<file path="src/sts_pkg.sv">
package sts_pkg;

   localparam int WORD_W = 32;
   localparam int CMD_W  = 2;
   localparam int POS_W  = 4;
   localparam int IDX_W  = 4;

   typedef enum logic [CMD_W-1:0] {
      CMD_LOAD = 2'd0,
      CMD_SORT = 2'd1,
      CMD_SEQ  = 2'd2,
      CMD_BIN  = 2'd3
   } cmd_type;

   // Program steps. Steps that fall through rely on this order.
   typedef enum logic [3:0] {
      ST_IDLE,
      ST_SO_READ_I,
      ST_SO_FIRST,
      ST_SO_SCAN,
      ST_SO_SWAP_LO,
      ST_SO_SWAP_I,
      ST_SO_NEXT,
      ST_SO_DONE,
      ST_SQ_PRIME,
      ST_SQ_SCAN,
      ST_MISS,
      ST_HIT,
      ST_BS_PROBE,
      ST_BS_CHECK
   } step_type;

   typedef enum logic [1:0] {RD_I, RD_J, RD_MID} rd_sel_type;
   typedef enum logic [1:0] {WR_NONE, WR_LO_VI, WR_I_MIN} wr_op_type;
   typedef enum logic [1:0] {I_KEEP, I_INC, I_BIN} i_op_type;
   typedef enum logic [2:0] {J_KEEP, J_I_INC, J_INC, J_DEC, J_BIN} j_op_type;
   typedef enum logic [1:0] {M_KEEP, M_LOAD, M_CMP, M_MARK} m_op_type;
   typedef enum logic [1:0] {RES_NONE, RES_SORT, RES_HIT, RES_MISS} res_op_type;
   typedef enum logic [2:0] {
      C_NEVER,
      C_ALWAYS,
      C_EQ,
      C_ADDR_NZ,
      C_ADDR_LAST,
      C_I_LAST,
      C_LO_GT_HI
   } cond_type;

   typedef struct packed {
      logic       rd_en;
      rd_sel_type rd_sel;
      wr_op_type  wr_op;
      i_op_type   i_op;
      j_op_type   j_op;
      m_op_type   m_op;
      res_op_type res_op;
      cond_type   cond_a;
      step_type   tgt_a;
      cond_type   cond_b;
      step_type   tgt_b;
   } ctl_word_type;

   typedef struct packed {
      logic eq;
      logic addr_nz;
      logic addr_last;
      logic i_last;
      logic lo_gt_hi;
   } flags_type;

   localparam ctl_word_type UC_NOP = '{
      rd_en:  1'b0,
      rd_sel: RD_I,
      wr_op:  WR_NONE,
      i_op:   I_KEEP,
      j_op:   J_KEEP,
      m_op:   M_KEEP,
      res_op: RES_NONE,
      cond_a: C_NEVER,
      tgt_a:  ST_IDLE,
      cond_b: C_NEVER,
      tgt_b:  ST_IDLE
   };

   // Microcode ROM. The first jump is tried first, then the second,
   // otherwise the program falls through to the next step.
   function automatic ctl_word_type ucode(input step_type step);
      ctl_word_type w;
      w = UC_NOP;
      unique case (step)
         ST_IDLE: begin
         end
         ST_SO_READ_I: begin
            w.rd_en  = 1'b1;
            w.rd_sel = RD_I;
            w.j_op   = J_I_INC;
            w.cond_a = C_I_LAST;
            w.tgt_a  = ST_SO_DONE;
         end
         ST_SO_FIRST: begin
            w.rd_en  = 1'b1;
            w.rd_sel = RD_J;
            w.j_op   = J_INC;
            w.m_op   = M_LOAD;
         end
         ST_SO_SCAN: begin
            w.rd_en  = 1'b1;
            w.rd_sel = RD_J;
            w.j_op   = J_INC;
            w.m_op   = M_CMP;
            w.cond_a = C_ADDR_LAST;
            w.tgt_a  = ST_SO_SWAP_LO;
            w.cond_b = C_ALWAYS;
            w.tgt_b  = ST_SO_SCAN;
         end
         ST_SO_SWAP_LO: begin
            w.wr_op = WR_LO_VI;
         end
         ST_SO_SWAP_I: begin
            w.wr_op = WR_I_MIN;
         end
         ST_SO_NEXT: begin
            w.i_op   = I_INC;
            w.cond_b = C_ALWAYS;
            w.tgt_b  = ST_SO_READ_I;
         end
         ST_SO_DONE: begin
            w.res_op = RES_SORT;
            w.cond_b = C_ALWAYS;
            w.tgt_b  = ST_IDLE;
         end
         ST_SQ_PRIME: begin
            w.rd_en  = 1'b1;
            w.rd_sel = RD_J;
            w.j_op   = J_DEC;
         end
         ST_SQ_SCAN: begin
            w.rd_en  = 1'b1;
            w.rd_sel = RD_J;
            w.j_op   = J_DEC;
            w.m_op   = M_MARK;
            w.cond_a = C_EQ;
            w.tgt_a  = ST_HIT;
            w.cond_b = C_ADDR_NZ;
            w.tgt_b  = ST_SQ_SCAN;
         end
         ST_MISS: begin
            w.res_op = RES_MISS;
            w.cond_b = C_ALWAYS;
            w.tgt_b  = ST_IDLE;
         end
         ST_HIT: begin
            w.res_op = RES_HIT;
            w.cond_b = C_ALWAYS;
            w.tgt_b  = ST_IDLE;
         end
         ST_BS_PROBE: begin
            w.rd_en  = 1'b1;
            w.rd_sel = RD_MID;
            w.cond_a = C_LO_GT_HI;
            w.tgt_a  = ST_MISS;
         end
         ST_BS_CHECK: begin
            w.i_op   = I_BIN;
            w.j_op   = J_BIN;
            w.m_op   = M_MARK;
            w.cond_a = C_EQ;
            w.tgt_a  = ST_HIT;
            w.cond_b = C_ALWAYS;
            w.tgt_b  = ST_BS_PROBE;
         end
         default: begin
            w.cond_b = C_ALWAYS;
            w.tgt_b  = ST_IDLE;
         end
      endcase
      return w;
   endfunction

endpackage

</file>
<file path="src/sorted_table_search_engine.sv">
// A load is written in its accept cycle and gives no result; a sequential search, a binary
// search and a sort each post one result through the output register.
// Throughput: one command at a time; the single read port of the table, one read a
// cycle, paces the microcode. Loads can be taken every cycle while the engine is idle.
// Reset: sequencer to idle and result register empty; table contents are kept.
module sorted_table_search_engine #(
   parameter int ENTRIES = 16
) (
   input  logic                                clock,
   input  logic                                reset,
   input  logic                                req_valid,
   output logic                                req_ready,
   input  logic [sts_pkg::CMD_W-1:0]           req_cmd,
   input  logic [sts_pkg::POS_W-1:0]           req_position,
   input  logic signed [sts_pkg::WORD_W-1:0]   req_value,
   input  logic signed [sts_pkg::WORD_W-1:0]   req_key,
   output logic                                rsp_valid,
   input  logic                                rsp_ready,
   output logic                                rsp_found,
   output logic [sts_pkg::IDX_W-1:0]           rsp_match_index
);

   localparam int IW = $clog2(ENTRIES);

   sts_pkg::ctl_word_type ctl;
   sts_pkg::flags_type    flags;
   logic                  start;
   logic                  run;
   logic                  emit;
   logic                  out_busy;
   logic                  ld_en;
   logic [IW-1:0]         hit_index;

   logic                       rsp_valid_ff, rsp_valid_in;
   logic                       found_ff, found_in;
   logic [sts_pkg::IDX_W-1:0]  idx_ff, idx_in;

   assign start    = req_valid && req_ready;
   assign ld_en    = start && (req_cmd == sts_pkg::CMD_LOAD) &&
                     (32'(req_position) < 32'(ENTRIES));
   assign out_busy = rsp_valid_ff && !rsp_ready;
   assign emit     = run && (ctl.res_op != sts_pkg::RES_NONE);

   sts_seq u_seq (
      .clock    (clock),
      .reset    (reset),
      .start    (start),
      .cmd      (sts_pkg::cmd_type'(req_cmd)),
      .flags    (flags),
      .out_busy (out_busy),
      .ready    (req_ready),
      .run      (run),
      .ctl      (ctl)
   );

   sts_dp #(
      .ENTRIES (ENTRIES)
   ) u_dp (
      .clock     (clock),
      .start     (start),
      .key       (req_key),
      .ld_en     (ld_en),
      .ld_addr   (IW'(req_position)),
      .ld_data   (req_value),
      .run       (run),
      .ctl       (ctl),
      .flags     (flags),
      .hit_index (hit_index)
   );

   always_comb begin
      rsp_valid_in = rsp_valid_ff;
      found_in     = found_ff;
      idx_in       = idx_ff;
      if (rsp_valid_ff && rsp_ready) begin
         rsp_valid_in = 1'b0;
      end
      if (emit) begin
         rsp_valid_in = 1'b1;
         unique case (ctl.res_op)
            sts_pkg::RES_HIT: begin
               found_in = 1'b1;
               idx_in   = sts_pkg::IDX_W'(hit_index);
            end
            default: begin
               found_in = 1'b0;
               idx_in   = '0;
            end
         endcase
      end
   end

   always_ff @(posedge clock) begin
      if (reset) begin
         rsp_valid_ff <= 1'b0;
      end else begin
         rsp_valid_ff <= rsp_valid_in;
      end
   end

   always_ff @(posedge clock) begin
      found_ff <= found_in;
      idx_ff   <= idx_in;
   end

   assign rsp_valid       = rsp_valid_ff;
   assign rsp_found       = found_ff;
   assign rsp_match_index = idx_ff;

endmodule

</file>
<file path="src/sts_seq.sv">
module sts_seq (
   input  logic                    clock,
   input  logic                    reset,
   input  logic                    start,
   input  sts_pkg::cmd_type        cmd,
   input  sts_pkg::flags_type      flags,
   input  logic                    out_busy,
   output logic                    ready,
   output logic                    run,
   output sts_pkg::ctl_word_type   ctl
);

   sts_pkg::step_type step_ff;
   sts_pkg::step_type step_in;
   logic              stall;

   function automatic logic cond_ok(input sts_pkg::cond_type c,
                                    input sts_pkg::flags_type f);
      logic r;
      unique case (c)
         sts_pkg::C_NEVER:     r = 1'b0;
         sts_pkg::C_ALWAYS:    r = 1'b1;
         sts_pkg::C_EQ:        r = f.eq;
         sts_pkg::C_ADDR_NZ:   r = f.addr_nz;
         sts_pkg::C_ADDR_LAST: r = f.addr_last;
         sts_pkg::C_I_LAST:    r = f.i_last;
         sts_pkg::C_LO_GT_HI:  r = f.lo_gt_hi;
         default:              r = 1'b0;
      endcase
      return r;
   endfunction

   always_ff @(posedge clock) begin
      if (reset) begin
         step_ff <= sts_pkg::ST_IDLE;
      end else begin
         step_ff <= step_in;
      end
   end

   always_comb begin
      ctl     = sts_pkg::ucode(step_ff);
      ready   = (step_ff == sts_pkg::ST_IDLE);
      // A step that posts a result waits while the output register is full.
      stall   = (ctl.res_op != sts_pkg::RES_NONE) && out_busy;
      run     = !ready && !stall;
      step_in = step_ff;
      if (ready) begin
         if (start) begin
            unique case (cmd)
               sts_pkg::CMD_LOAD: step_in = sts_pkg::ST_IDLE;
               sts_pkg::CMD_SORT: step_in = sts_pkg::ST_SO_READ_I;
               sts_pkg::CMD_SEQ:  step_in = sts_pkg::ST_SQ_PRIME;
               sts_pkg::CMD_BIN:  step_in = sts_pkg::ST_BS_PROBE;
               default:           step_in = sts_pkg::ST_IDLE;
            endcase
         end
      end else if (!stall) begin
         priority if (cond_ok(ctl.cond_a, flags)) begin
            step_in = ctl.tgt_a;
         end else if (cond_ok(ctl.cond_b, flags)) begin
            step_in = ctl.tgt_b;
         end else begin
            step_in = sts_pkg::step_type'(step_ff + 4'd1);
         end
      end
   end

endmodule

</file>
<file path="src/sts_dp.sv">
module sts_dp #(
   parameter int ENTRIES = 16
) (
   input  logic                                clock,
   input  logic                                start,
   input  logic signed [sts_pkg::WORD_W-1:0]   key,
   input  logic                                ld_en,
   input  logic [$clog2(ENTRIES)-1:0]          ld_addr,
   input  logic signed [sts_pkg::WORD_W-1:0]   ld_data,
   input  logic                                run,
   input  sts_pkg::ctl_word_type               ctl,
   output sts_pkg::flags_type                  flags,
   output logic [$clog2(ENTRIES)-1:0]          hit_index
);

   localparam int IW = $clog2(ENTRIES);
   localparam int CW = IW + 2;
   localparam logic signed [CW-1:0] LAST_C   = CW'(ENTRIES - 1);
   localparam logic [IW-1:0]        LAST_A   = IW'(ENTRIES - 1);

   logic signed [sts_pkg::WORD_W-1:0] mem [ENTRIES];

   logic signed [CW-1:0]              i_ff, i_in;
   logic signed [CW-1:0]              j_ff, j_in;
   logic [IW-1:0]                     lo_ff, lo_in;
   logic signed [sts_pkg::WORD_W-1:0] min_ff, min_in;
   logic signed [sts_pkg::WORD_W-1:0] vi_ff, vi_in;
   logic signed [sts_pkg::WORD_W-1:0] key_ff, key_in;
   logic signed [sts_pkg::WORD_W-1:0] rdata_ff;
   logic [IW-1:0]                     rd_addr_ff;

   logic [IW-1:0]                     rd_addr;
   logic                              rd_en;
   logic [CW-1:0]                     mid_sum;
   logic signed [CW-1:0]              addr_ext;
   logic                              gt;
   logic                              wr_en;
   logic [IW-1:0]                     wr_addr;
   logic signed [sts_pkg::WORD_W-1:0] wr_data;

   always_comb begin
      mid_sum  = i_ff + j_ff;
      addr_ext = $signed(CW'(rd_addr_ff));
      gt       = rdata_ff > key_ff;

      unique case (ctl.rd_sel)
         sts_pkg::RD_I:   rd_addr = i_ff[IW-1:0];
         sts_pkg::RD_J:   rd_addr = j_ff[IW-1:0];
         sts_pkg::RD_MID: rd_addr = mid_sum[IW:1];
         default:         rd_addr = i_ff[IW-1:0];
      endcase
      rd_en = run && ctl.rd_en;

      wr_en   = 1'b0;
      wr_addr = ld_addr;
      wr_data = ld_data;
      if (ld_en) begin
         wr_en = 1'b1;
      end else if (run) begin
         unique case (ctl.wr_op)
            sts_pkg::WR_LO_VI: begin
               wr_en   = 1'b1;
               wr_addr = lo_ff;
               wr_data = vi_ff;
            end
            sts_pkg::WR_I_MIN: begin
               wr_en   = 1'b1;
               wr_addr = i_ff[IW-1:0];
               wr_data = min_ff;
            end
            default: wr_en = 1'b0;
         endcase
      end

      i_in   = i_ff;
      j_in   = j_ff;
      lo_in  = lo_ff;
      min_in = min_ff;
      vi_in  = vi_ff;
      key_in = key_ff;
      if (start) begin
         i_in   = '0;
         j_in   = LAST_C;
         key_in = key;
      end else if (run) begin
         unique case (ctl.i_op)
            sts_pkg::I_INC: i_in = i_ff + CW'(1);
            sts_pkg::I_BIN: if (!gt) i_in = addr_ext + CW'(1);
            default:        i_in = i_ff;
         endcase
         unique case (ctl.j_op)
            sts_pkg::J_I_INC: j_in = i_ff + CW'(1);
            sts_pkg::J_INC:   j_in = j_ff + CW'(1);
            sts_pkg::J_DEC:   j_in = j_ff - CW'(1);
            sts_pkg::J_BIN:   if (gt) j_in = addr_ext - CW'(1);
            default:          j_in = j_ff;
         endcase
         unique case (ctl.m_op)
            sts_pkg::M_LOAD: begin
               vi_in  = rdata_ff;
               min_in = rdata_ff;
               lo_in  = rd_addr_ff;
            end
            sts_pkg::M_CMP: begin
               // Strict compare keeps the first smallest entry.
               if (min_ff > rdata_ff) begin
                  min_in = rdata_ff;
                  lo_in  = rd_addr_ff;
               end
            end
            sts_pkg::M_MARK: lo_in = rd_addr_ff;
            default: lo_in = lo_ff;
         endcase
      end
   end

   always_ff @(posedge clock) begin
      if (wr_en) begin
         mem[wr_addr] <= wr_data;
      end
      if (rd_en) begin
         rdata_ff   <= mem[rd_addr];
         rd_addr_ff <= rd_addr;
      end
   end

   always_ff @(posedge clock) begin
      i_ff   <= i_in;
      j_ff   <= j_in;
      lo_ff  <= lo_in;
      min_ff <= min_in;
      vi_ff  <= vi_in;
      key_ff <= key_in;
   end

   assign flags.eq        = (rdata_ff == key_ff);
   assign flags.addr_nz   = (rd_addr_ff != '0);
   assign flags.addr_last = (rd_addr_ff == LAST_A);
   assign flags.i_last    = (i_ff >= LAST_C);
   assign flags.lo_gt_hi  = (i_ff > j_ff);
   assign hit_index       = lo_ff;

endmodule

</file>
<file path="config.mk">
export PLATFORM = sky130hd
export DESIGN_NAME = sorted_table_search_engine
export DESIGN_NICKNAME = d
export VERILOG_FILES = /design/src/sts_pkg.sv /design/src/sorted_table_search_engine.sv /design/src/sts_seq.sv /design/src/sts_dp.sv
export SDC_FILE = /design/constraint.sdc
export NUM_CORES = 1
export LEC_CHECK = 0
export BUFFER_PORTS_ARGS = -buffer_cell sky130_fd_sc_hd__clkbuf_2
export CORE_MARGIN = 4
export CORE_UTILIZATION = 41
export DETAILED_ROUTE_END_ITERATION = 16
export RECOVER_POWER = 50
export SLEW_MARGIN = 20
export SYNTH_ARGS = -nofsm -noshare
export SYNTH_HDL_FRONTEND = slang
export SYNTH_SLANG_ARGS = --single-unit
</file>
<file path="constraint.sdc">
create_clock -name clock -period 8.87 [get_ports clock]
set_input_delay 1.774 -clock clock [delete_from_list [all_inputs] [get_ports clock]]
set_output_delay 1.774 -clock clock [all_outputs]
set_load 0.005 [all_outputs]
</file>
==> results_dict.tcl <==
set metrics [dict create \
    vdd_ir_drop_max_mv 0.228 \
    numPortBuffers 80 \
    synth_cell_types 72 \
    clock-sinks 670 \
    start_kind "register" \
    reg2regPathDepth 14 \
    grtUsageTotal_pct 20.1 \
    p_per_area_nw_per_um2 317 \
    io_pins 81 \
    violations "capacitance limit, slew limit" \
    syn_inst 1959 \
    dieArea_sq_um 73100 \
    worst_slack_ns 2.91 \
    r2r_end "u_dp.rdata_ff[26]$_DFFE_PP_" \
    cellLeakagePower_nw 10.8 \
    yosysTopAreaCell "edfxtp_1" \
    rrSetupSlack_ns 2.91 \
    rr_startpoint "u_seq.step_ff[0]$_SDFFE_PP0P_" \
    synth_seq_area_share_pct 70.7 \
    diodes 0 \
    switching_share_pct 33.1 \
    clk_pin_slew_ns 0.06 \
    syn_area_sq_um 28200 \
    post_cts_resized 0 \
    slowest_stage "buf_4" \
    p_int_mw 6.82 \
    ys_ff_latch 670 \
    end_kind "register" \
    dr.pass1.iters 5 \
    synth_top_area_share_pct 69.4 \
    clk_latency_ns 0.60 \
    holdPathEnd "u_dp.j_ff[5]$_SDFFE_PP0P_" \
    slew_violations 111 \
    pwr-share-clk_pct 29.1 \
    cpLargestDelayFamily "buffers and inverters" \
    cp_cell_sequence "inv_1 -> ha_1 -> or2_0 -> nor2_1 -> a211oi_1 -> ha_1 -> inv_1 -> nand2_1 -> o221a_4 -> inv_8 -> buf_4 -> mux2i_1 -> a32oi_1 -> and4_1" \
    wl_met2_mm 34.9 \
    cts_buffer_depth 3 \
    fp.dieH_um 270 \
    core.rowCount 95 \
    syn_to_final_growth_pct 14.0 \
    power_frac_seq_pct 43.6 \
    worstPathArrival_ns 6.32 \
    die_width_um 270 \
    grt_pass1_wl_mm 112 \
    instances_no_fill 2986 \
    maxUsedRoutingLayer "met4" \
    synth_area_per_cell_sq_um 14.4 \
    final_util_pct 47.5 \
    cap_violations 3 \
    place.gp.congestion 0.815 \
    switching_power_mw 3.38 \
    post-cts-setup-buffers 0 \
    hold_violations 0 \
    whs_path_depth 2 \
    wl_met3_mm 5.53 \
    min_period_ns 5.96 \
    antenna_found_initial 1 \
    synth_area_leaders "edfxtp_1, mux2i_1, nand2_1, a32oi_1, ha_1" \
    outcome "finished with violations" \
    max_freq_ghz 0.168 \
    synth_commonest_cells "edfxtp_1, nand2_1, mux2i_1" \
    dpl.hpwl_mm 43.9 \
    drive_above_1_share_pct 11.5 \
    fin_nets 2225 \
    routed_via_density 5.81 \
    drt_iter0_drc 1985 \
    clock-root-buffer "clkbuf_16" \
    worst_pin_slew_ns 3.25 \
    synthFlopType "edfxtp_1" \
    ys_warn_count 0 \
    wl_mm 75.1 \
    start_util_pct 41.7 \
    core_area_sq_um 67800 \
    ant_nets 0 \
    dp_cells 2861 \
    cts_buffers 69 \
    crit_buf_inv 4 \
    rsz0062_at_grt "false" \
    critPathMaxStageDelay_ns 0.88 \
    grt_max_degree 140 \
    worst_ep_required_time_ns 9.22 \
    hp-start "u_dp.j_ff[5]$_SDFFE_PP0P_" \
    globalRouteOverflowTotal 0 \
    synth_edf_count 653 \
    p_comb_share_pct 27.3 \
    worstSetupPathType "reg2reg" \
    finalSetupViolCount 0 \
    routedWlPerCell_um 25.1 \
    cts_max_level 3 \
    ys_async_sr_fraction_pct 0 \
    drc 0 \
    cts_tree "yes" \
    finalClockSkew_ns 0.0181 \
    maxSlewHeadroom_pct -117 \
    fin_crit_sh_pct 67.2 \
    path_max_fanout 139 \
    drt-met1-wl_mm 32.9 \
    fin_tns_setup_ns 0 \
    hold_class "reg2reg" \
    num_vias 17351 \
    ctsHoldBuffers 0 \
    post-synth-top-count-cell "edfxtp_1" \
    post-place-ws_ns 3.40 \
    grt_pass1_vias 17258 \
    synthesis.nets 2125 \
]
-- per-stage QoR --
| step | instance area (sq um) | total power [mW] | hold WS, ns |
|---|---|---|---|
| 5_1_grt | 32200 | 10.7 | 0.480 |
| 4_1_cts | 32300 | 10.3 | 0.471 |
| 2_1_floorplan | 28200 | 6.17 | 0.424 |
| 6_report | 32200 | 10.2 | 0.472 |
| 3_5_place_dp | 30000 | 7.31 | 0.461 |
| 3_3_place_gp | 29800 | 7.22 | 0.451 |
-- cells by family (layout without fill, tap and decap cells) --
logic type	count (synthesis)	count (layout)	synth area share, %
compound gates	342	342	9.05
xor+xnor	15	15	0.465
fa+ha+maj	92	92	4.13
buf+inv	190	344	2.67
flops	670	670	70.7
mux	136	136	4.83
simple gates	514	514	8.21
-- power by group through the flow --
stage	clock network, mW	registers (mW)	logic [mW]
floorplan	0	4.34	1.83
global placement	0	4.49	2.73
detailed placement	0	4.50	2.81
CTS	3.02	4.43	2.82
global route	3.15	4.48	3.06
finish	2.97	4.45	2.79
-- flip-flops by register name (all words and copies together), names as in the netlist --
name	cells
rsp_valid	1
rsp_match_index	4
u_dp.rd_addr_ff	4
u_dp.min_ff	32
u_seq.step_ff	4
u_dp.vi_ff	32
u_dp.key_ff	32
rsp_found	1
u_dp.mem	512
u_dp.hit_index	4
u_dp.j_ff	6
u_dp.rdata_ff	32
u_dp.i_ff	6
-- layout by cell type, fill, tap and decap left out, drive strengths merged, types with 8 or more instances in the layout --
cell type  instances
a211oi            12
and2               8
nand3             19
bufinv             8
dfxtp             17
nor2              92
xor2               8
a32oi            129
edfxtp           653
buf               32
a22oi             39
inv               92
clkbuf           187
clkinv            25
o21ai             25
ha                90
nand2            306
nand4             11
and4              35
mux2i            135
nand2b             8
a21o              12
a21oi             82
-- metal layers --
layer  vias up  GRT usage [%]
met3       119           3.00
met4         0           5.63
met5         -              0
met2       707           32.2
met1      8795           28.9
li1       7730              -
-- worst max-delay path by stage --
stage                                        from                     endpoint  cells after the start
global placement    u_seq.step_ff[0]$_SDFFE_PP0P_   u_dp.rdata_ff[1]$_DFFE_PP_                     14
floorplan                               rsp_ready     u_dp.mem[1][0]$_DFFE_PP_                      6
detailed placement  u_seq.step_ff[0]$_SDFFE_PP0P_  u_dp.rdata_ff[22]$_DFFE_PP_                     14
global route        u_seq.step_ff[0]$_SDFFE_PP0P_  u_dp.rdata_ff[21]$_DFFE_PP_                     14
finish              u_seq.step_ff[0]$_SDFFE_PP0P_  u_dp.rdata_ff[26]$_DFFE_PP_                     14
CTS                 u_seq.step_ff[0]$_SDFFE_PP0P_  u_dp.rdata_ff[22]$_DFFE_PP_                     14
-- worst reg2reg max path, stage by stage (launching register included) --
cell	delay [ns]
dfxtp_1	0.35
inv_1	0.11
ha_1	0.32
or2_0	0.30
nor2_1	0.07
a211oi_1	0.84
ha_1	0.47
inv_1	0.18
nand2_1	0.08
o221a_4	0.41
inv_8	0.85
buf_4	0.98
mux2i_1	0.44
a32oi_1	0.07
and4_1	0.24
-- layout make-up --
| class | count | area, sq um |
|---|---|---|
| repair buffers | 126 | 762 |
| well taps | 873 | 1090 |
| clock buffers | 93 | 1940 |
| flip-flops and latches | 670 | 19900 |
| inverters | 93 | 357 |
| multi-input cells | 1099 | 7720 |
| fillers | 5821 | 35600 |
| clock inverters | 32 | 374 |
(Power assumes the default switching activity.)
